<file path="src/hdl/rbb_pkg.sv">
// Shared constants, register codes and controller/datapath interface types.
`default_nettype none
package rbb_pkg;
    localparam int MaxWidth   = 1024;
    localparam int MaxHeight  = 1024;
    localparam int MaxRadius  = 7;
    localparam int RingRows   = 2 * MaxRadius + 2;
    localparam int ColBits    = $clog2(MaxWidth);
    localparam int RowBits    = $clog2(MaxHeight);
    localparam int RingBits   = $clog2(RingRows);
    localparam int AddrBits   = RingBits + ColBits;
    localparam int SumBits    = 16;
    localparam int CountBits  = 8;
    localparam int DivCntBits = $clog2(SumBits);

    localparam logic [1:0] RegWidth  = 2'd0;
    localparam logic [1:0] RegHeight = 2'd1;
    localparam logic [1:0] RegRadius = 2'd2;

    localparam logic CmdPush  = 1'b0;
    localparam logic CmdDrain = 1'b1;

    typedef struct packed {
        logic accept;
        logic check;
        logic sum_step;
        logic div_start;
        logic div_step;
        logic emit_done;
    } cmd_t;

    typedef struct packed {
        logic ready_hit;
        logic sum_last;
        logic div_last;
    } stat_t;
endpackage
`default_nettype wire

</file>
<file path="src/hdl/rbb_ctrl.sv">
// Sequencer for one item: check, window sum, divide, hand off result.
`default_nettype none
module rbb_ctrl (
    input  wire logic          aclk,
    input  wire logic          aresetn,
    input  wire logic          s_valid,
    output logic               s_ready,
    output logic               m_valid,
    input  wire logic          m_ready,
    input  rbb_pkg::stat_t     stat,
    output rbb_pkg::cmd_t      cmd
);
    typedef enum logic [2:0] {IDLE, CHECK, RD, ACC, DIV, OUT} state_t;
    state_t state_reg, state_next;

    // pick next state and commands
    always_comb begin
        state_next = state_reg;
        cmd = '0;
        unique case (state_reg)
            IDLE: begin
                if (s_valid) begin
                    cmd.accept = 1'b1;
                    state_next = CHECK;
                end
            end
            CHECK: begin
                cmd.check = 1'b1;
                state_next = stat.ready_hit ? RD : IDLE;
            end
            RD: state_next = ACC;
            ACC: begin
                cmd.sum_step = 1'b1;
                if (stat.sum_last) begin
                    cmd.div_start = 1'b1;
                    state_next = DIV;
                end else begin
                    state_next = RD;
                end
            end
            DIV: begin
                cmd.div_step = 1'b1;
                if (stat.div_last) state_next = OUT;
            end
            OUT: begin
                if (m_ready) begin
                    cmd.emit_done = 1'b1;
                    state_next = IDLE;
                end
            end
            default: state_next = IDLE;
        endcase
    end

    assign s_ready = (state_reg == IDLE);
    assign m_valid = (state_reg == OUT);

    // hold state
    always_ff @(posedge aclk) begin
        if (!aresetn) state_reg <= IDLE;
        else state_reg <= state_next;
    end
endmodule
`default_nettype wire

</file>
<file path="config.mk">
export PLATFORM = sky130hd
export DESIGN_NAME = rbb_ctrl
export DESIGN_NICKNAME = d
export VERILOG_FILES = /design/src/hdl/rbb_pkg.sv /design/src/hdl/rbb_ctrl.sv
export SDC_FILE = /design/constraint.sdc
export NUM_CORES = 1
export LEC_CHECK = 0
export BUFFER_PORTS_ARGS = -buffer_cell sky130_fd_sc_hd__buf_2
export CAP_MARGIN = 10
export CORE_AREA = 4 4 41 43
export DETAILED_ROUTE_END_ITERATION = 6
export DIE_AREA = 0 0 45 47
export PLACE_DENSITY = 0.43
export SLEW_MARGIN = 20
export SYNTH_ARGS = -nofsm -noshare
export SYNTH_HDL_FRONTEND = slang
export SYNTH_SLANG_ARGS = --single-unit
</file>
<file path="constraint.sdc">
create_clock -name aclk -period 1 [get_ports aclk]
set_input_delay 0.2 -clock aclk [delete_from_list [all_inputs] [get_ports aclk]]
set_output_delay 0.2 -clock aclk [all_outputs]
set_load 0.005 [all_outputs]
</file>
==> out/qor.csv <==
metric,value,unit
worstPathCellList,"buf_12, nor3b_1, buf_2",
top_layer,met3,
finalCriticalPeriod,1.262,ns
holdPathStages,3,
clock_path_buffers,2,
setup_violations,11,
ys_ff_latch,3,
grt_use_total,9.012,%
antenna_cells,0,
crit_arrival,1.06,ns
sequentialPowerShare,23.6,%
hp-class,in -> reg,
place_inst,64,
io_buffers,14,
timing.fmax,0.7924,GHz
multi_input_area,201.4,µm²
final_common_cell,buf_2,
grt_overflow_total,0,
grt_pass1_vias,313,
drive_gt1_share,74.14,%
yosysTopAreaCell,dfxtp_1,
regArea,68.82,µm²
core_area,0.001301,mm²
synthTopCellsByArea,"dfxtp_1 (21%), buf_6 (12%), and2_1 (6.7%)",
ys_seq_area_share,21.33,%
start_util,21.63,%
syn_inst,29,
clkTransAtPathRegs,0.04,ns
final_max_slew_viol_count,0,
gp_congestion,0.6877,
power_switching,0.2351,mW
status,finished with violations,
required,0.80,ns
dieArea,0.002115,mm²
cts_tree,built,
ys_types,18,
clkLatencyLatePin,0.23,ns
end_kind,output pin,
r2r_slack,-0.24,ns
r2r_start,state_reg[1],
critPathMaxStageDelay,0.35,ns
postRouteAntennaNets,0,
skew,0.004136,ns
cts_sinks,3,
worst_slew_pin_slew,0.2466,ns
relSlewSlack,83.38,%
swShare,30.91,%
p_int,0.5255,mW
maxCapViolations,0,
power.density,1441,mW/mm²
met3WireLength,94,µm
firstDrtPassIters,2,
synth_area_per_cell,9.708,µm²
fill_cells,142,
hold_buffers,0,
cp_max_fo,7,
worstHoldStart,aresetn,
pre_cts_ws,-0.1423,ns
largest_reg_flops,3,
peakVddDrop,0.0007013,V
via_count,330,
start_kind,flop,
finalWirelength,873,µm
clkPwrFrac,28.0,%
route.detailed.drc,0,
yosys_warnings,0,
synth_fp_nets,36,
area_growth,87.56,%
worst_path_max_delay_cell,dfxtp_4,
worstRegToRegCells,5,
clockRootBuffer,clkbuf_4,
startpoint,state_reg[1],
setup_slack,-0.2620,ns
die_w,45,µm
grt_pass1_wl,1.290,mm
mostFrequentLayoutCells,"buf_2 (13), buf_4 (8), buf_6 (6)",
path_class,reg -> out,
path_buf_inv,2,
cts_buffers,3,
viasPerCell,4.521,
drt_iter0_drc,5,
met1_length,375,µm
syn_area,281.5,µm²
dp_hpwl,582.8,µm
fin_nets,66,
grt_start_max_net_pins,10,
wl_met2,404,µm
p_comb_share,48.4,%
violations,setup timing,
crit_family,flip-flops,
rr_endpoint,state_reg[2],
die_h,47,µm
post_drt_wl_per_cell,11.96,µm
stdcell_count,73,
timing.final.crit_share,126.2,%
row_count,13,
rsz0062_at_grt,yes,
cellLeakagePower,0.2568,nW
ios,15,
synth_top_area_share,21.33,%
hold_path_end,state_reg[2],
antenna_found_initial,0,
hold_violations,0,
cts-htree-levels,1,
==> worst max-delay path by stage <==
stage	end	slack [ns]	cells past startpoint
after floorplan	cmd[5]	0.01	3
after global placement	cmd[0]	-0.15	3
after detailed placement	cmd[0]	-0.14	3
after CTS	cmd[5]	-0.28	4
after global routing	cmd[5]	-0.33	4
final	cmd[4]	-0.26	3
==> cell usage after synthesis <==
| cell type | n |
|---|---|
| nor3b_2 | 1 |
| o41ai_2 | 1 |
| and3_1 | 1 |
| a221oi_2 | 1 |
| a211oi_1 | 1 |
| and2_1 | 3 |
| nor3b_1 | 2 |
| nand2_1 | 3 |
| and4b_4 | 1 |
| dfxtp_1 | 3 |
| and3b_1 | 1 |
| and2b_1 | 1 |
| buf_6 | 3 |
| nand2b_1 | 2 |
| a22oi_2 | 1 |
| a211oi_2 | 1 |
| nor3_2 | 1 |
| nor2_1 | 2 |
==> power by group through the flow <==
stage | Clock [mW] | Sequential [mW] | Combinational, mW
after CTS | 0.225 | 0.184 | 0.310
after floorplan | 0 | 0.149 | 0.185
after detailed placement | 0 | 0.174 | 0.276
after global placement | 0 | 0.174 | 0.276
after global routing | 0.233 | 0.185 | 0.401
final | 0.213 | 0.180 | 0.368
==> kinds of logic (layout without fill, tap and decap cells) <==
logic type	count (synthesis)	in the layout	synth area share [%]
AND/OR/NAND/NOR	18	18	44.00
flip-flops	3	3	21.33
AO/OA/AOI/OAI	5	5	22.67
buffers and inverters	3	32	12.00
==> worst reg2reg max path, cell delays in order, from the launching register on <==
cell	delay [ns]
dfxtp_4	0.35
buf_12	0.13
buf_4	0.13
buf_6	0.10
o41ai_2	0.33
nor2_1	0.08
==> layout make-up <==
| cell class | count | share of cell area [%] |
|---|---|---|
| timing repair buffer | 28 | 40.28 |
| sequential | 3 | 13.03 |
| multi-input combinational | 23 | 38.15 |
| clock buffer | 4 | 4.976 |
| tap | 15 | 3.555 |
==> metal layers <==
| metal | track usage (%) | vias to the layer above |
|---|---|---|
| met2 | 13.56 | 14 |
| met3 | 6.513 | 0 |
| li1 | - | 162 |
| met5 | 0 | - |
| met1 | 9.795 | 154 |
| met4 | 3.509 | 0 |
==> through the flow <==
stage	power, mW	utilization (%)	instance area (µm²)	TNS [ns]	hold slack [ns]
2_1_floorplan	0.3340	-	281.5	0	0.3038
3_3_place_gp	0.4507	32.02	416.7	-0.6669	0.4589
3_5_place_dp	0.4496	32.02	416.7	-0.5813	0.4649
4_1_cts	0.7181	37.31	485.5	-1.994	0.2077
5_1_grt	0.8185	40.58	528.0	-2.781	0.2230
6_report	0.7606	40.58	528.0	-2.207	0.2199
==> what timing repair did <==
item,CTS,global route
setup endpoints to repair,11,11
gates cloned,0,0
pin swaps,4,5
gates resized for setup,9,7
setup buffers,2,3
No activity file was read; power rests on OpenSTA's default activity.
